[config.mk]
export PLATFORM = sky130hd
export DESIGN_NAME = asert_pow2
export DESIGN_NICKNAME = d
export VERILOG_FILES = /design/src/hdl/asert_pkg.sv /design/src/hdl/asert_pow2.sv
export SDC_FILE = /design/constraint.sdc
export NUM_CORES = 2
export LEC_CHECK = 0
export BUFFER_PORTS_ARGS = -buffer_cell sky130_fd_sc_hd__buf_2
export CORE_MARGIN = 2
export CORE_UTILIZATION = 45
export DETAILED_ROUTE_END_ITERATION = 6
export PLACE_DENSITY = 0.71
export SLEW_MARGIN = 5
export SYNTH_ARGS = -nofsm -noshare
export SYNTH_HDL_FRONTEND = slang
export SYNTH_SLANG_ARGS = --single-unit
[constraint.sdc]
create_clock -name clk -period 11.5 [get_ports clk]
set_clock_uncertainty 0.2 [all_clocks]
set_input_delay 2.3 -clock clk [delete_from_list [all_inputs] [get_ports clk]]
set_output_delay 2.3 -clock clk [all_outputs]
set_load 0.005 [all_outputs]
[src/hdl/asert_pkg.sv]
// shared types, widths and constants of the asert difficulty step
`default_nettype none

package asert_pkg;

    // fixed field widths
    localparam int DIFF_W      = 64;
    localparam int INTERVAL_W  = 32;
    localparam int TARGET_W    = 16;
    localparam int HALF_LIFE_W = 20;
    localparam int CFG_W       = 20;
    localparam int POLY_BITS   = 16;
    localparam int FACTOR_W    = POLY_BITS + 1;
    localparam int SHIFT_W     = 9;

    // configuration register indexes
    typedef logic [0:0] cfg_index_t;
    localparam cfg_index_t CFG_TARGET    = 1'b0;
    localparam cfg_index_t CFG_HALF_LIFE = 1'b1;

    // register defaults
    localparam logic [TARGET_W-1:0]    TARGET_RESET    = 16'd15;
    localparam logic [HALF_LIFE_W-1:0] HALF_LIFE_RESET = 20'd3600;

    // cubic fit of 2^x - 1 on [0, 1), Q.64 accumulation
    localparam logic [47:0] POLY_C1    = 48'd195766423245049;
    localparam logic [29:0] POLY_C2    = 30'd971821376;
    localparam logic [12:0] POLY_C3    = 13'd5127;
    localparam logic [63:0] POLY_ROUND = 64'h0000_8000_0000_0000;
    localparam logic [FACTOR_W-1:0] FACTOR_ONE = 17'h1_0000;

    // scale shift, clamped to the range that still changes the result
    typedef logic signed [SHIFT_W-1:0] shift_t;
    localparam shift_t SHIFT_MAX = 9'sd64;
    localparam shift_t SHIFT_MIN = -9'sd128;

    // word from the exponent stage to the polynomial stage
    typedef struct packed {
        logic [DIFF_W-1:0]    cur;
        logic [POLY_BITS-1:0] x;
        shift_t               shift;
    } expo_t;

    // word from the polynomial stage to the scale stage
    typedef struct packed {
        logic [DIFF_W-1:0]   cur;
        logic [FACTOR_W-1:0] factor;
        shift_t              shift;
    } scale_t;

endpackage

`default_nettype wire

[src/hdl/asert_pow2.sv]
// pipelined cubic polynomial for the fractional power of two
`default_nettype none

module asert_pow2
    import asert_pkg::*;
(
    input  logic   clk,
    input  logic   rst_n,
    input  logic   in_valid,
    output logic   in_ready,
    input  expo_t  in_word,
    output logic   out_valid,
    input  logic   out_ready,
    output scale_t out_word
);

    localparam int NUM_ST = 4;

    typedef struct packed {
        logic [DIFF_W-1:0]    cur;
        shift_t               shift;
        logic [POLY_BITS-1:0] x;
        logic [31:0]          x2;
        logic [63:0]          t1;
    } st1_t;

    typedef struct packed {
        logic [DIFF_W-1:0] cur;
        shift_t            shift;
        logic [63:0]       t1;
        logic [63:0]       t2;
        logic [47:0]       x3;
    } st2_t;

    typedef struct packed {
        logic [DIFF_W-1:0] cur;
        shift_t            shift;
        logic [63:0]       t1;
        logic [63:0]       t2;
        logic [63:0]       t3;
    } st3_t;

    logic [NUM_ST-1:0] vld_reg;
    logic [NUM_ST:0]   ready;
    st1_t              st1_reg, st1_next;
    st2_t              st2_reg, st2_next;
    st3_t              st3_reg, st3_next;
    scale_t            st4_reg, st4_next;
    logic [63:0]       acc;

    // a stage moves when it is empty or its successor moves
    always_comb
    begin
        ready[NUM_ST] = out_ready;
        for (int k = NUM_ST - 1; k >= 0; k--)
        begin
            ready[k] = !vld_reg[k] || ready[k+1];
        end
    end

    // square and linear term
    always_comb
    begin
        st1_next.cur   = in_word.cur;
        st1_next.shift = in_word.shift;
        st1_next.x     = in_word.x;
        st1_next.x2    = 32'(in_word.x) * 32'(in_word.x);
        st1_next.t1    = 64'(POLY_C1) * 64'(in_word.x);
    end

    // cube and square term
    always_comb
    begin
        st2_next.cur   = st1_reg.cur;
        st2_next.shift = st1_reg.shift;
        st2_next.t1    = st1_reg.t1;
        st2_next.t2    = 64'(POLY_C2) * 64'(st1_reg.x2);
        st2_next.x3    = 48'(st1_reg.x2) * 48'(st1_reg.x);
    end

    // cubic term
    always_comb
    begin
        st3_next.cur   = st2_reg.cur;
        st3_next.shift = st2_reg.shift;
        st3_next.t1    = st2_reg.t1;
        st3_next.t2    = st2_reg.t2;
        st3_next.t3    = 64'(POLY_C3) * 64'(st2_reg.x3);
    end

    // sum with rounding, keep the top sixteen bits
    always_comb
    begin
        acc = st3_reg.t1 + st3_reg.t2 + st3_reg.t3 + POLY_ROUND;
        st4_next.cur    = st3_reg.cur;
        st4_next.shift  = st3_reg.shift;
        st4_next.factor = FACTOR_ONE + FACTOR_W'(acc[63:64-POLY_BITS]);
    end

    // stage valid bits
    always_ff @(posedge clk or negedge rst_n)
    begin
        if (!rst_n)
        begin
            vld_reg <= '0;
        end
        else
        begin
            if (ready[0])
            begin
                vld_reg[0] <= in_valid;
            end
            for (int k = 1; k < NUM_ST; k++)
            begin
                if (ready[k])
                begin
                    vld_reg[k] <= vld_reg[k-1];
                end
            end
        end
    end

    // stage payload
    always_ff @(posedge clk)
    begin
        if (ready[0])
        begin
            st1_reg <= st1_next;
        end
        if (ready[1])
        begin
            st2_reg <= st2_next;
        end
        if (ready[2])
        begin
            st3_reg <= st3_next;
        end
        if (ready[3])
        begin
            st4_reg <= st4_next;
        end
    end

    assign in_ready  = ready[0];
    assign out_valid = vld_reg[NUM_ST-1];
    assign out_word  = st4_reg;

endmodule

`default_nettype wire

==> flow_summary_export.csv <==
group,metric,value,unit
yosys,yosysMostFrequentCell,"inv_1",
sta,setup_slack,1.93,ns
critical_path,path_class,"reg -> reg",
flow_run,maxCapViolCount,0,
yosys,syn-instance-count,7488,
clock_tree,cts_buffer_depth,3,
clock_tree,hold_buffers,0,
global_route,antenna_found_initial,22,
die,die_area,0.192,sq mm
placement,pre_cts_ws,1.71,ns
die,pin_count,185,
routing,wl,225000,um
yosys,synth_compound_area_share,6.71,%
critical_path,required,11.72,ns
sta,max_freq,105,MHz
die,core_area,0.187,sq mm
critical_path,crit_path_max_fanout,16,
die,start_util,45.2,%
clock_tree,cts_tree,"built",
clock_tree,cts_resized,0,
critical_path,timing.rr.end,"st2_reg[46]",
yosys,synth_top_area_share,30.3,%
routing,vias,54600,
yosys,synth.area.top_cells,"fa_1 (30%), edfxtp_1 (27%), ha_1 (18%)",
finish,largest_reg_flops,251,
sta,period_needed,9.57,ns
die,rows,159,
die,die_y,438,um
clock_tree,cts_made_buffers,81,
clock_tree,cts-htree-levels,3,
finish,fin_util,48.9,%
yosys,synthMuxAreaShare,0.0487,%
finish,drive_gt1_share,5.66,%
critical_path,r2r-start,"st1_reg[105]",
worst_hold_path,holdCritStartpoint,"st2_reg[63]",
yosys,synth_edf_count,758,
routing,firstDrtPassIters,6,
finish,area_growth,8.14,%
critical_path,reg2reg_slack,1.93,ns
worst_hold_path,whs_endpoint,"st3_reg[79]",
clock_tree,cts_sinks,762,
clock_tree,clock_insertion_delay_worst_skew,0.75,ns
yosys,yosys-top-cells-count,"inv_1 (1,704), fa_1 (1,282), ha_1 (1,237)",
sta,slew_headroom,22.3,%
outcome,status,"completed",
yosys,synth_xor_area_share,2.64,%
yosys,synthArstFlopShare,0.525,%
finish,finalNetCount,10300,
routing,remaining_drc_errors,0,
placement,portBuffers,183,
sta,tightest_slew,1.16,ns
clock_tree,cts_root_buffer,"clkbuf_16",
sta,tns,0,ns
global_route,grt-ovfl-total,0,
sta,fin_crit_sh,83.2,%
critical_path,crit_arrival,9.79,ns
critical_path,reg2regPathDepth,23,
worst_hold_path,hp-class,"reg -> reg",
clock_tree,post_cts_buffers,0,
critical_path,cp-end-kind,"flip-flop",
global_route,grt_pass1_wl,349000,um
yosys,synth_top_area_cell,"fa_1",
global_route,grt_pass1_vias,59400,
yosys,synth_top_family_by_area,"adder cells",
sta,finalHoldViolCount,0,
yosys,yosys.area_share.simple,6.74,%
yosys,synth_cell_types,82,
routing,viasPerCell,5.32,
routing,ant_nets,0,
yosys,avgSynthCellArea,11.3,sq um
sta,slew_violations,0,
yosys,ys_ff_latch,762,
sta,setup_violations,0,
yosys,synthAdderAreaFrac,48.6,%
placement,hpwlAfterDp,182000,um
routing,wl_per_cell,22.0,um
sta,hold_ws,0.208,ns
yosys,seq_area_frac_synth,27.0,%
clock_tree,clk_pin_slew,0.07,ns
yosys,synth_ff_type,"edfxtp_1",
die,dieWidth,438,um
global_route,grt_max_degree,130,
routing,drt_iter0_markers,3680,
critical_path,startpoint_type,"flip-flop",
yosys,synth.yosys.warnings,0,
sta,rsz0062_at_grt,"false",
worst_hold_path,whs_path_depth,0,
placement,gp_congestion,0.979,
yosys,synth_area,0.0847,sq mm
global_route,grtUsageTotal,24.1,%
per-stage QoR:
step,area [sq um],instances
CTS,91500,10200
global placement,88700,10100
global route,91600,10200
floorplan,84800,7503
finish,91600,10300
detailed placement,88700,10100
cells by family (layout without fill, tap and decap cells):
family	Yosys count	in the layout
buf+inv	1870	2103
xor+xnor	255	255
fa+ha+maj	2519	2519
flops	762	762
simple gates	1202	1202
compound gates	874	874
other cells	2	43
mux	4	4
cell usage in the layout, fill, tap and decap left out, drive strengths merged, types with 63 or more instances in the layout:
cell type	netlist	layout
clkbuf	157	91
buf	7	251
o21ai	153	153
a21oi	278	278
and2	188	188
xor2	99	99
fa	1282	1282
ha	1237	1237
nand3	63	63
nor2	159	159
xnor2	156	156
inv	1706	1719
nand2	545	545
edfxtp	758	758
a21o	165	165
final cells by class:
| class | instances | area (sq um) |
|---|---|---|
| tap | 2495 | 3120 |
| timing repair buffer | 251 | 1440 |
| clock inverter | 55 | 732 |
| clock buffer | 91 | 2090 |
| sequential | 762 | 22900 |
| antenna | 26 | 65.1 |
| fill | 16500 | 95800 |
| inverter | 1706 | 6410 |
| multi-input combinational | 4871 | 54900 |
per-layer routing:
layer  vias to the layer above  wire length (um)  track usage (%)
met3                       464             14600             3.52
met5                         -                92                0
met2                      1844            107000             40.5
met4                        14             11000             10.6
li1                      24600                 -                -
met1                     27700             92600             30.9
worst max-delay path, stage by stage (launching register included):
cell,delay [ns]
edfxtp_1,0.99
buf_4,0.42
nand2_1,0.11
fa_1,0.50
inv_1,0.05
fa_1,0.49
inv_1,0.06
fa_1,0.55
inv_1,0.06
fa_1,0.47
inv_1,0.05
fa_1,0.45
fa_1,0.49
inv_1,0.04
ha_1,0.34
and3_1,0.27
a31oi_1,0.53
nor3b_1,0.58
a211oi_1,0.23
o31ai_1,0.92
a21oi_1,0.31
a211o_1,0.43
a211oi_1,0.48
xnor2_1,0.19
worst max-delay path by stage:
stage | from | endpoint | slack, ns | depth (start not counted)
final | st1_reg[105] | st2_reg[46] | 1.93 | 23
after floorplan | out_ready | st2_reg[100] | 1.04 | 2
after global placement | in_word[16] | st1_reg[91] | 1.78 | 24
after detailed placement | in_word[16] | st1_reg[93] | 1.71 | 24
after CTS | st1_reg[105] | st2_reg[46] | 2.11 | 23
after global routing | st1_reg[105] | st2_reg[46] | 1.73 | 23
Power is not shown: default switching activity piles up to over one toggle a cycle in this logic, so the estimate is an artifact.
