## src/hdl/asert_pkg.sv

```systemverilog
// shared types, widths and constants of the asert difficulty step
`default_nettype none

package asert_pkg;

    // fixed field widths
    localparam int DIFF_W      = 64;
    localparam int INTERVAL_W  = 32;
    localparam int TARGET_W    = 16;
    localparam int HALF_LIFE_W = 20;
    localparam int CFG_W       = 20;
    localparam int POLY_BITS   = 16;
    localparam int FACTOR_W    = POLY_BITS + 1;
    localparam int SHIFT_W     = 9;

    // configuration register indexes
    typedef logic [0:0] cfg_index_t;
    localparam cfg_index_t CFG_TARGET    = 1'b0;
    localparam cfg_index_t CFG_HALF_LIFE = 1'b1;

    // register defaults
    localparam logic [TARGET_W-1:0]    TARGET_RESET    = 16'd15;
    localparam logic [HALF_LIFE_W-1:0] HALF_LIFE_RESET = 20'd3600;

    // cubic fit of 2^x - 1 on [0, 1), Q.64 accumulation
    localparam logic [47:0] POLY_C1    = 48'd195766423245049;
    localparam logic [29:0] POLY_C2    = 30'd971821376;
    localparam logic [12:0] POLY_C3    = 13'd5127;
    localparam logic [63:0] POLY_ROUND = 64'h0000_8000_0000_0000;
    localparam logic [FACTOR_W-1:0] FACTOR_ONE = 17'h1_0000;

    // scale shift, clamped to the range that still changes the result
    typedef logic signed [SHIFT_W-1:0] shift_t;
    localparam shift_t SHIFT_MAX = 9'sd64;
    localparam shift_t SHIFT_MIN = -9'sd128;

    // word from the exponent stage to the polynomial stage
    typedef struct packed {
        logic [DIFF_W-1:0]    cur;
        logic [POLY_BITS-1:0] x;
        shift_t               shift;
    } expo_t;

    // word from the polynomial stage to the scale stage
    typedef struct packed {
        logic [DIFF_W-1:0]   cur;
        logic [FACTOR_W-1:0] factor;
        shift_t              shift;
    } scale_t;

endpackage

`default_nettype wire

```

## src/hdl/asert_scale.sv

```systemverilog
// difficulty times factor, power-of-two shift, saturation and floor
`default_nettype none

module asert_scale
    import asert_pkg::*;
#(
    parameter int FRAC_BITS = 16
)
(
    input  logic              clk,
    input  logic              rst_n,
    input  logic              in_valid,
    output logic              in_ready,
    input  scale_t            in_word,
    output logic              out_valid,
    input  logic              out_ready,
    output logic [DIFF_W-1:0] next_difficulty,
    output logic              clamped_low,
    output logic              saturated_high
);

    localparam int NUM_ST = 4;
    localparam int HALF_W = DIFF_W / 2;
    localparam int MUL_W  = HALF_W + FACTOR_W;
    localparam int PROD_W = DIFF_W + FACTOR_W;
    localparam int WIDE_W = PROD_W + 64;
    localparam logic [DIFF_W-1:0] ONE_VALUE = DIFF_W'(1) << FRAC_BITS;

    typedef struct packed {
        logic [MUL_W-1:0] a;
        logic [MUL_W-1:0] b;
        shift_t           shift;
    } mul_t;

    typedef struct packed {
        logic [PROD_W-1:0] prod;
        shift_t            shift;
    } prod_t;

    typedef struct packed {
        logic [DIFF_W-1:0] res;
        logic              sat;
    } shifted_t;

    typedef struct packed {
        logic [DIFF_W-1:0] res;
        logic              low;
        logic              sat;
    } result_t;

    logic [NUM_ST-1:0]  vld_reg;
    logic [NUM_ST:0]    ready;
    mul_t               mul_reg, mul_next;
    prod_t              prod_reg, prod_next;
    shifted_t           shf_reg, shf_next;
    result_t            res_reg, res_next;
    logic [WIDE_W-1:0]  wide;
    logic [SHIFT_W-1:0] neg_shift;

    // a stage moves when it is empty or its successor moves
    always_comb
    begin
        ready[NUM_ST] = out_ready;
        for (int k = NUM_ST - 1; k >= 0; k--)
        begin
            ready[k] = !vld_reg[k] || ready[k+1];
        end
    end

    // two half-width partial products
    always_comb
    begin
        mul_next.a     = MUL_W'(in_word.cur[HALF_W-1:0]) * MUL_W'(in_word.factor);
        mul_next.b     = MUL_W'(in_word.cur[DIFF_W-1:HALF_W]) * MUL_W'(in_word.factor);
        mul_next.shift = in_word.shift;
    end

    // combine into the full product
    always_comb
    begin
        prod_next.prod  = PROD_W'(mul_reg.a) + (PROD_W'(mul_reg.b) << HALF_W);
        prod_next.shift = mul_reg.shift;
    end

    // shift by the integer exponent, anything above 64 bits overflows
    always_comb
    begin
        neg_shift = SHIFT_W'(0) - $unsigned(prod_reg.shift);
        if (!prod_reg.shift[SHIFT_W-1])
        begin
            wide = WIDE_W'(prod_reg.prod) << prod_reg.shift[6:0];
        end
        else
        begin
            wide = WIDE_W'(prod_reg.prod) >> neg_shift[7:0];
        end
        shf_next.res = wide[DIFF_W-1:0];
        shf_next.sat = |wide[WIDE_W-1:DIFF_W];
    end

    // saturate to all ones or raise to one
    always_comb
    begin
        res_next.sat = shf_reg.sat;
        res_next.low = 1'b0;
        res_next.res = shf_reg.res;
        if (shf_reg.sat)
        begin
            res_next.res = '1;
        end
        else if (shf_reg.res < ONE_VALUE)
        begin
            res_next.res = ONE_VALUE;
            res_next.low = 1'b1;
        end
    end

    // stage valid bits
    always_ff @(posedge clk or negedge rst_n)
    begin
        if (!rst_n)
        begin
            vld_reg <= '0;
        end
        else
        begin
            if (ready[0])
            begin
                vld_reg[0] <= in_valid;
            end
            for (int k = 1; k < NUM_ST; k++)
            begin
                if (ready[k])
                begin
                    vld_reg[k] <= vld_reg[k-1];
                end
            end
        end
    end

    // stage payload
    always_ff @(posedge clk)
    begin
        if (ready[0])
        begin
            mul_reg <= mul_next;
        end
        if (ready[1])
        begin
            prod_reg <= prod_next;
        end
        if (ready[2])
        begin
            shf_reg <= shf_next;
        end
        if (ready[3])
        begin
            res_reg <= res_next;
        end
    end

    assign in_ready        = ready[0];
    assign out_valid       = vld_reg[NUM_ST-1];
    assign next_difficulty = res_reg.res;
    assign clamped_low     = res_reg.low;
    assign saturated_high  = res_reg.sat;

endmodule

`default_nettype wire

```

## config.mk

```make
export PLATFORM = sky130hd
export DESIGN_NAME = asert_scale
export DESIGN_NICKNAME = d
export VERILOG_FILES = /design/src/hdl/asert_pkg.sv /design/src/hdl/asert_scale.sv
export SDC_FILE = /design/constraint.sdc
export NUM_CORES = 2
export LEC_CHECK = 0
export ABC_AREA = 1
export BUFFER_PORTS_ARGS = -buffer_cell sky130_fd_sc_hd__clkbuf_2
export CORE_ASPECT_RATIO = 0.9
export CORE_UTILIZATION = 33
export DETAILED_ROUTE_END_ITERATION = 8
export PLACE_DENSITY = 0.53
export SLEW_MARGIN = 20
export SYNTH_ARGS = -nofsm -noshare
export SYNTH_HDL_FRONTEND = slang
export SYNTH_SLANG_ARGS = --single-unit
```

## constraint.sdc

```tcl
create_clock -name clk -period 13 [get_ports clk]
set_input_delay 1.95 -clock clk [delete_from_list [all_inputs] [get_ports clk]]
set_output_delay 1.95 -clock clk [all_outputs]
set_load 0.1 [all_outputs]
```

==> impl_metrics.tcl <==
set metrics [dict create \
    status "complete, no violations" \
    min_path_type "reg2reg" \
    syn-num-nets 9056 \
    drive_above_1_share_pct 5.04 \
    grtUsageTotal_pct 21.5 \
    critPathTopFamily "adder cells" \
    synth_fa_ha_area_share_pct 36.3 \
    cts_tree "done" \
    post-cts-setup-buffers 0 \
    placed_area_mm2 0.0611 \
    finalSetupViolations 0 \
    ant_nets 0 \
    fin_area_mm2 0.0623 \
    syn_to_final_growth_pct 6.14 \
    synth-xor-area-share_pct 2.07 \
    period_share_pct 65.3 \
    critPathKind "in2reg" \
    cts_made_buffers 40 \
    ys.warnings.count 0 \
    slowest_stage "buf_4" \
    place.gp.congestion 0.977 \
    clock_path_buffers 3 \
    wl_per_cell_um 19.3 \
    synth_top_family_by_area "adder cells" \
    ys_types 66 \
    hpwlAfterDp_mm 154 \
    crit_buf_inv 5 \
    rsz0062_at_grt "no" \
    muxShareOfSynthArea_pct 0.582 \
    grt_pass1_wl_mm 302 \
    gr-total-overflow 0 \
    required_ns 13.30 \
    cp.depth 24 \
    clockRootBuffer "clkbuf_16" \
    ys_ff_latch 332 \
    syn_area_mm2 0.0587 \
    coreArea_mm2 0.176 \
    clock_sinks 332 \
    timing.critical_path.mode_cell "nand2_1" \
    slew_viol_final 0 \
    synth-simple-area-share_pct 23.8 \
    relSlewSlack_pct 27.8 \
    synthFlopType "edfxtp_1" \
    synth-async-reset-ratio_pct 1.20 \
    finalNetCount 8883 \
    grt_max_degree 86 \
    io_pins 162 \
    instances_no_fill 10000 \
    tns_ns 0 \
    cts.htree.levels 2 \
    multi_input_area_mm2 0.0406 \
    syn_area_per_cell_um2 7.52 \
    via_per_inst 5.04 \
    cp_data_arrival_time_ns 8.79 \
    cts_hold_buf 0 \
    clk_latency_ns 0.56 \
    first_pass_iters 6 \
    drt_iter0_drc 4524 \
    final_cell_mix "nand2_1, inv_1, fa_1, nand3_1, edfxtp_1" \
    portBuffers 161 \
    yosysSeqAreaShare_pct 17.0 \
    dieArea_mm2 0.179 \
    synthCells 7799 \
    synth_compound_area_share_pct 6.42 \
    final_common_cell "nand2_1" \
    dp.cells 9952 \
    fin_skew_ns 0.0187 \
    period_minus_slack_ns 8.48 \
    synth_edf_count 328 \
    start_util_pct 33.3 \
    fillers 18700 \
    path_clk_slew_ns 0.06 \
    ff2ff_setup_slack_ns 7.44 \
    end_kind "flip-flop" \
    hold_viol_final 0 \
    grt_pass1_vias 50900 \
    seq_area_mm2 0.00995 \
    rows 146 \
    cp_slowest_stage_delay_ns 0.66 \
    die_h_um 402 \
    routed_wl_mm 193 \
    drcViolationCount 0 \
    largest_reg_flops 107 \
    path_cells "clkbuf_2 -> buf_4 -> nand2_1 -> fa_1 -> fa_1 -> fa_1 -> inv_1 -> fa_1 -> fa_1 -> inv_1 -> fa_1 -> inv_1 -> ha_1 -> nand2_1 -> nor2_1 -> nand2_1 -> nand2_1 -> a31oi_1 -> o21ai_0 -> nand2_1 -> nand2_1 -> nand2_1 -> o21ai_0 -> xor2_1" \
    worstSetupStartpointType "primary input" \
    max_cap_viol_count 0 \
    antenna_found_initial 2 \
    hold_path_depth 0 \
    reg2reg_depth 15 \
    worstMarginPinSlew_ns 1.08 \
    ctsResizeCount 0 \
    timing.fmax_mhz 118 \
    fp.dieW_um 446 \
    path_max_fanout 41 \
    vias 50500 \
]
cells by family (layout without fill, tap and decap cells):
logic type | Yosys count | in the layout
simple gates | 3351 | 3351
buf+inv | 2105 | 1961
fa+ha+maj | 1163 | 1163
compound gates | 676 | 676
flops | 332 | 332
xor+xnor | 138 | 138
mux | 34 | 34
other cells | 0 | 1
worst reg2reg max path: stages, from the launching register on:
cell and delay [ns]:
edfxtp_1 0.37, buf_4 0.39, inv_2 0.14, buf_4 0.68, ha_2 0.64, inv_2 0.10
buf_4 0.67, nand3_1 0.23, o21ai_0 0.34, nand2_1 0.10, nand2_1 0.14, o21ai_0 0.14
o21ai_0 0.45, o21ai_0 0.18, o21ai_0 0.40, o21ai_0 0.29
metal layers:
layer	GRT usage [%]	wire length, µm
met1	32.8	92700
met2	32.7	82800
met3	2.38	14000
met4	3.89	3520
met5	0	13
cell usage after synthesis (34+ instances only):
library cell	instances	area share (%)
xor2_1	80	1.2
nand3_1	677	5.8
a31oi_1	52	0.55
xnor2_1	57	0.85
nand2_1	2209	14
fa_1	899	31
buf_1	91	0.58
o21ai_0	255	2.2
nor2_1	259	1.7
o211ai_1	34	0.44
inv_1	1658	11
o21ai_1	81	0.69
or2_2	54	0.58
buf_2	67	0.57
ha_1	264	5.6
a21oi_1	173	1.5
edfxtp_1	328	17
clkbuf_1	256	1.6
through the flow:
| stage | utilization [%] | worst slack [ns] | hold slack (ns) |
|---|---|---|---|
| after floorplan | - | 3.19 | 0.400 |
| after global placement | 34.7 | 3.96 | 0.404 |
| after detailed placement | 34.7 | 4.04 | 0.405 |
| after CTS | 35.3 | 4.64 | 0.407 |
| after global routing | 35.3 | 4.14 | 0.415 |
| final | 35.3 | 4.52 | 0.416 |
layout make-up:
class	instances	area share [%]
Multi-Input combinational cell	5362	65.3
Sequential cell	332	16.0
Timing Repair Buffer	220	2.03
Tap cell	2368	4.76
Clock buffer	49	1.66
Clock inverter	22	0.237
Antenna cell	1	0.00402
Inverter	1670	10.1
path summary, 6_finish.rpt:
path                                       start                     end
min                        mul_reg[70]$_DFFE_PP_  prod_reg[21]$_DFFE_PP_
min in group asynchronous                  rst_n  vld_reg[0]$_DFFE_PN0P_
max reg2reg                prod_reg[1]$_DFFE_PP_   shf_reg[12]$_DFFE_PP_
min reg2reg                mul_reg[70]$_DFFE_PP_  prod_reg[21]$_DFFE_PP_
max                                  in_word[12]   mul_reg[41]$_DFFE_PP_
max in group asynchronous                  rst_n  vld_reg[1]$_DFFE_PN0P_
Power is not shown: default switching activity piles up to over one toggle a cycle in this logic, so the estimate is an artifact.
