--- config.mk ---
export PLATFORM = sky130hd
export DESIGN_NAME = asert_div
export DESIGN_NICKNAME = d
export VERILOG_FILES = /design/src/hdl/asert_pkg.sv /design/src/hdl/asert_div.sv
export SDC_FILE = /design/constraint.sdc
export NUM_CORES = 2
export LEC_CHECK = 0
export BUFFER_PORTS_ARGS = -buffer_cell sky130_fd_sc_hd__buf_4
export CORE_ASPECT_RATIO = 0.9
export CORE_MARGIN = 5
export CORE_UTILIZATION = 50
export DETAILED_ROUTE_END_ITERATION = 10
export GPL_TIMING_DRIVEN = 0
export PLACE_DENSITY = 0.66
export SLEW_MARGIN = 20
export SYNTH_ARGS = -nofsm -noshare
export SYNTH_HDL_FRONTEND = slang
export SYNTH_SLANG_ARGS = --single-unit
--- constraint.sdc ---
create_clock -name clk -period 17.3 [get_ports clk]
set_input_delay 0 -clock clk [delete_from_list [all_inputs] [get_ports clk]]
set_output_delay 0 -clock clk [all_outputs]
set_load 0.05 [all_outputs]
--- src/hdl/asert_pkg.sv ---
// shared types, widths and constants of the asert difficulty step
`default_nettype none

package asert_pkg;

    // fixed field widths
    localparam int DIFF_W      = 64;
    localparam int INTERVAL_W  = 32;
    localparam int TARGET_W    = 16;
    localparam int HALF_LIFE_W = 20;
    localparam int CFG_W       = 20;
    localparam int POLY_BITS   = 16;
    localparam int FACTOR_W    = POLY_BITS + 1;
    localparam int SHIFT_W     = 9;

    // configuration register indexes
    typedef logic [0:0] cfg_index_t;
    localparam cfg_index_t CFG_TARGET    = 1'b0;
    localparam cfg_index_t CFG_HALF_LIFE = 1'b1;

    // register defaults
    localparam logic [TARGET_W-1:0]    TARGET_RESET    = 16'd15;
    localparam logic [HALF_LIFE_W-1:0] HALF_LIFE_RESET = 20'd3600;

    // cubic fit of 2^x - 1 on [0, 1), Q.64 accumulation
    localparam logic [47:0] POLY_C1    = 48'd195766423245049;
    localparam logic [29:0] POLY_C2    = 30'd971821376;
    localparam logic [12:0] POLY_C3    = 13'd5127;
    localparam logic [63:0] POLY_ROUND = 64'h0000_8000_0000_0000;
    localparam logic [FACTOR_W-1:0] FACTOR_ONE = 17'h1_0000;

    // scale shift, clamped to the range that still changes the result
    typedef logic signed [SHIFT_W-1:0] shift_t;
    localparam shift_t SHIFT_MAX = 9'sd64;
    localparam shift_t SHIFT_MIN = -9'sd128;

    // word from the exponent stage to the polynomial stage
    typedef struct packed {
        logic [DIFF_W-1:0]    cur;
        logic [POLY_BITS-1:0] x;
        shift_t               shift;
    } expo_t;

    // word from the polynomial stage to the scale stage
    typedef struct packed {
        logic [DIFF_W-1:0]   cur;
        logic [FACTOR_W-1:0] factor;
        shift_t              shift;
    } scale_t;

endpackage

`default_nettype wire

--- src/hdl/asert_div.sv ---
// drift, pipelined floor division by the half life, and exponent split
`default_nettype none

module asert_div
    import asert_pkg::*;
#(
    parameter int FRAC_BITS = 16
)
(
    input  logic                          clk,
    input  logic                          rst_n,
    input  logic [TARGET_W-1:0]           target,
    input  logic [HALF_LIFE_W-1:0]        half_life,
    input  logic                          in_valid,
    output logic                          in_ready,
    input  logic [DIFF_W-1:0]             cur_in,
    input  logic signed [INTERVAL_W-1:0]  interval,
    output logic                          out_valid,
    input  logic                          out_ready,
    output expo_t                         out_word
);

    localparam int MAG_W     = INTERVAL_W;
    localparam int DRIFT_W   = MAG_W + 2;
    localparam int NUM_W     = MAG_W + FRAC_BITS;
    localparam int STEP_BITS = 4;
    localparam int NUM_STEPS = (NUM_W + STEP_BITS - 1) / STEP_BITS;
    localparam int PAD_W     = NUM_STEPS * STEP_BITS;
    localparam int E_W       = PAD_W + 1;
    localparam int IP_W      = E_W - FRAC_BITS;
    localparam int S_W       = IP_W + 1;
    localparam int LAST      = NUM_STEPS + 1;

    localparam logic signed [S_W-1:0] S_POLY = S_W'(POLY_BITS);
    localparam logic signed [S_W-1:0] S_HI   = S_W'(SHIFT_MAX);
    localparam logic signed [S_W-1:0] S_LO   = S_W'(SHIFT_MIN);

    typedef struct packed {
        logic [DIFF_W-1:0]      cur;
        logic                   neg;
        logic [PAD_W-1:0]       qn;
        logic [HALF_LIFE_W-1:0] rem;
    } work_t;

    // four restoring steps; numerator bits leave the top, quotient bits enter the bottom
    function automatic work_t div_steps(input work_t w, input logic [HALF_LIFE_W-1:0] d);
        work_t                r;
        logic [HALF_LIFE_W:0] part;
        r = w;
        for (int j = 0; j < STEP_BITS; j++)
        begin
            part = {r.rem, r.qn[PAD_W-1]};
            r.qn = {r.qn[PAD_W-2:0], 1'b0};
            if (part >= {1'b0, d})
            begin
                r.rem   = HALF_LIFE_W'(part - {1'b0, d});
                r.qn[0] = 1'b1;
            end
            else
            begin
                r.rem = part[HALF_LIFE_W-1:0];
            end
        end
        return r;
    endfunction

    logic [LAST:0]          vld_reg;
    logic [LAST+1:0]        ready;
    work_t                  work_reg  [NUM_STEPS+1];
    work_t                  work_next [NUM_STEPS+1];
    expo_t                  expo_reg;
    expo_t                  expo_next;
    logic [HALF_LIFE_W-1:0] divisor;
    logic [DRIFT_W-1:0]     drift;
    logic [DRIFT_W-1:0]     drift_mag;

    logic [PAD_W-1:0]                 quo;
    logic                             rem_nz;
    logic [E_W-1:0]                   e_val;
    logic signed [IP_W-1:0]           ipart;
    logic signed [S_W-1:0]            s_val;
    logic [FRAC_BITS-1:0]             frac;
    logic [FRAC_BITS+POLY_BITS-1:0]   frac_wide;

    // a zero half life divides by one
    assign divisor = (half_life == '0) ? HALF_LIFE_W'(1) : half_life;

    // a stage moves when it is empty or its successor moves
    always_comb
    begin
        ready[LAST+1] = out_ready;
        for (int k = LAST; k >= 0; k--)
        begin
            ready[k] = !vld_reg[k] || ready[k+1];
        end
    end

    // drift magnitude and sign, then the divide stages
    always_comb
    begin
        drift = {{(DRIFT_W-TARGET_W){1'b0}}, target}
              - {{(DRIFT_W-INTERVAL_W){interval[INTERVAL_W-1]}}, interval};
        drift_mag = drift[DRIFT_W-1] ? (~drift + DRIFT_W'(1)) : drift;
        work_next[0].cur = cur_in;
        work_next[0].neg = drift[DRIFT_W-1];
        work_next[0].qn  = PAD_W'({drift_mag[MAG_W-1:0], {FRAC_BITS{1'b0}}});
        work_next[0].rem = '0;
        for (int k = 1; k <= NUM_STEPS; k++)
        begin
            work_next[k] = div_steps(work_reg[k-1], divisor);
        end
    end

    // floor quotient, split into fraction and clamped shift
    always_comb
    begin
        quo    = work_reg[NUM_STEPS].qn;
        rem_nz = work_reg[NUM_STEPS].rem != '0;
        if (work_reg[NUM_STEPS].neg)
        begin
            e_val = E_W'(0) - (E_W'(quo) + E_W'(rem_nz));
        end
        else
        begin
            e_val = E_W'(quo);
        end
        frac      = e_val[FRAC_BITS-1:0];
        ipart     = $signed(e_val[E_W-1:FRAC_BITS]);
        s_val     = S_W'(ipart) - S_POLY;
        frac_wide = {frac, {POLY_BITS{1'b0}}} >> FRAC_BITS;
        expo_next.cur = work_reg[NUM_STEPS].cur;
        expo_next.x   = frac_wide[POLY_BITS-1:0];
        if (s_val > S_HI)
        begin
            expo_next.shift = SHIFT_MAX;
        end
        else if (s_val < S_LO)
        begin
            expo_next.shift = SHIFT_MIN;
        end
        else
        begin
            expo_next.shift = SHIFT_W'(s_val);
        end
    end

    // stage valid bits
    always_ff @(posedge clk or negedge rst_n)
    begin
        if (!rst_n)
        begin
            vld_reg <= '0;
        end
        else
        begin
            if (ready[0])
            begin
                vld_reg[0] <= in_valid;
            end
            for (int k = 1; k <= LAST; k++)
            begin
                if (ready[k])
                begin
                    vld_reg[k] <= vld_reg[k-1];
                end
            end
        end
    end

    // stage payload
    always_ff @(posedge clk)
    begin
        for (int k = 0; k <= NUM_STEPS; k++)
        begin
            if (ready[k])
            begin
                work_reg[k] <= work_next[k];
            end
        end
        if (ready[LAST])
        begin
            expo_reg <= expo_next;
        end
    end

    assign in_ready  = ready[0];
    assign out_valid = vld_reg[LAST];
    assign out_word  = expo_reg;

endmodule

`default_nettype wire

==> results.json <==
{
  "synth.most_common_cell": "edfxtp_1",
  "synth_edf_count": 1630,
  "worst_pin_slew_ns": 1.08,
  "area_growth_pct": 13.2,
  "finalSetupViolCount": 0,
  "synth.avg_cell_area_um2": 10.7,
  "rows": 162,
  "overflow": 0,
  "yosys.area.top_type": "edfxtp_1",
  "cts-htree-levels": 4,
  "grt_max_degree": 92,
  "async_flop_share_pct": 0.852,
  "drive_gt1_share_pct": 10.4,
  "worstSetupPathType": "in -> reg",
  "cap_viol_max_count": 0,
  "drc": 0,
  "dpl.cell_count": 13200,
  "r2r_setup_slack_ns": 1.77,
  "worst_ep_arrival_time_ns": 16.78,
  "synth-seq-cells": 1644,
  "syn_inst": 10100,
  "antenna_found_initial": 9,
  "ys_warn_count": 0,
  "syn_nets": 11300,
  "clock_path_buffers": 3,
  "synth_ff_type": "edfxtp_1",
  "core_area_mm2": 0.216,
  "cts_buffers": 165,
  "period_share_pct": 94.2,
  "layout.nets": 11900,
  "cpMaxStageDelayCell": "clkbuf_1",
  "synthDistinctLibCells": 117,
  "clk_latency_ns": 0.84,
  "fin_worst_skew_ns": 0.0601,
  "port_buffers": 226,
  "netlist_area_mm2": 0.108,
  "fin_util_pct": 56.8,
  "slew_headroom_pct": 27.9,
  "max_freq_ghz": 0.0614,
  "dp_hpwl_mm": 225,
  "start_util_pct": 50.1,
  "drt_first_iter_violations": 6830,
  "holdCritPathClass": "in -> reg",
  "hold_violations": 0,
  "start_kind": "input port",
  "worst-path-buf-inv": 15,
  "vias_per_cell": 5.98,
  "cts_setup_buffers": 0,
  "dieArea_mm2": 0.226,
  "num_vias": 82200,
  "synth-seq-area-share_pct": 45.5,
  "crit_path_end_kind": "register",
  "clock-sinks": 1644,
  "drt-pass1-iter-count": 6,
  "grt.total_usage_pct": 26.5,
  "crit_top_cell": "a21oi_1",
  "slowest_delay_ns": 0.67,
  "cp_top_family": "compound AO/OA/AOI/OAI gates",
  "largest_reg_flops": 1541,
  "cts.reportedPaths.clkPinSlew_ns": 0.06,
  "fin_cells": 13800,
  "fin_hold_ws_ns": 0.0900,
  "dpl_cell_area_mm2": 0.115,
  "critical_path.max_fanout": 13,
  "grt_pass1_vias": 80700,
  "wl_per_cell_um": 22.4,
  "ioPinCount": 227,
  "die_h_um": 452,
  "ant_nets": 0,
  "maxSlewViolCount": 0,
  "fillers": 18200,
  "die_x_um": 501,
  "design_area_mm2": 0.123,
  "routed_wl_mm": 308,
  "synth_common_cells": "edfxtp_1, ha_1, a21oi_1",
  "cts_tree": "done",
  "outcome": "finished, final reports clean",
  "cts-root-buf": "clkbuf_16",
  "gp_congestion": 0.920,
  "cp.required_ns": 17.79,
  "grt_pass1_wl_mm": 470,
  "yosys-top-cells-area": "edfxtp_1, ha_1, xnor2_1, a21oi_1, mux2_2",
  "min_period_ns": 16.29,
  "yosysTopAreaCellShare_pct": 45.2
}
[final timing paths]
| path | startpoint | to | depth (start not counted) |
|---|---|---|---|
| setup / recovery | half_life[0] | work_reg[1][152]$_DFFE_PP_ | 62 |
| hold / removal | target[10] | work_reg[0][46]$_DFFE_PP_ | 5 |
| setup reg to reg | work_reg[1][4]$_DFFE_PP_ | work_reg[1][152]$_DFFE_PP_ | 57 |
| hold reg to reg | work_reg[0][46]$_DFFE_PP_ | work_reg[0][183]$_DFFE_PP_ | 0 |
| max in group asynchronous | rst_n | vld_reg[12]$_DFFE_PN0P_ | 3 |
| min in group asynchronous | rst_n | vld_reg[9]$_DFFE_PN0P_ | 3 |
[worst min-delay path: stages]
cell and delay, ns:
buf_4 0.08, ha_1 0.28, nor2_1 0.11, a21oi_1 0.11, xor2_1 0.18
[cell usage in the layout, fill, tap and decap left out, types with 233 or more instances in the layout]
cell and count:
a21oi_1 871, o21ai_0 552, mux2_2 311, a21o_1 328
buf_4 233, inv_1 492, nor2_1 703, ha_1 999
nand2_1 646, xor2_1 256, edfxtp_1 1630, xnor2_1 564
[cell type report]
| cell class | instances | area (um^2) | area share, % |
|---|---|---|---|
| clock inverters | 114 | 1320 | 1.08 |
| flip-flops and latches | 1644 | 49300 | 40.2 |
| clock buffers | 190 | 4220 | 3.44 |
| inverters | 537 | 2130 | 1.73 |
| well taps | 2870 | 3590 | 2.93 |
| plain buffers | 197 | 860 | 0.700 |
| diodes | 7 | 17.5 | 0.0143 |
| repair buffers | 476 | 4980 | 4.06 |
| multi-input cells | 7717 | 56300 | 45.9 |
[what timing repair did]
item                                    4_1_cts  5_1_grt
hold buffers                                200        0
endpoints found under the setup margin        0       89
endpoints found under the hold margin       148        0
resized for setup                             0        6
[routing by layer]
layer,wire length (um),global-route usage [%],vias to the layer above
li1,-,-,39400
met1,141000,37.5,39700
met2,142000,43.2,2576
met3,17100,3.16,461
met4,8840,7.81,0
met5,0,0,-
[through the flow]
step / setup WS [ns] / TNS, ns
3_3_place_gp: -9.44 / -3460.16
2_1_floorplan: 1.20 / 0
5_1_grt: -0.00104 / -0.00104
6_report: 1.01 / 0
3_5_place_dp: 0.0221 / 0
4_1_cts: 0.902 / 0
[kinds of logic after synthesis]
family / share of synthesized area (%)
AO/OA/AOI/OAI: 16.7
XOR/XNOR: 6.63
multiplexers: 4.62
adder cells (fa/ha/maj): 12.2
flip-flops: 45.5
buffers and inverters: 2.65
AND/OR/NAND/NOR: 11.7
Power is not shown: default switching activity piles up to over one toggle a cycle in this logic, so the estimate is an artifact.
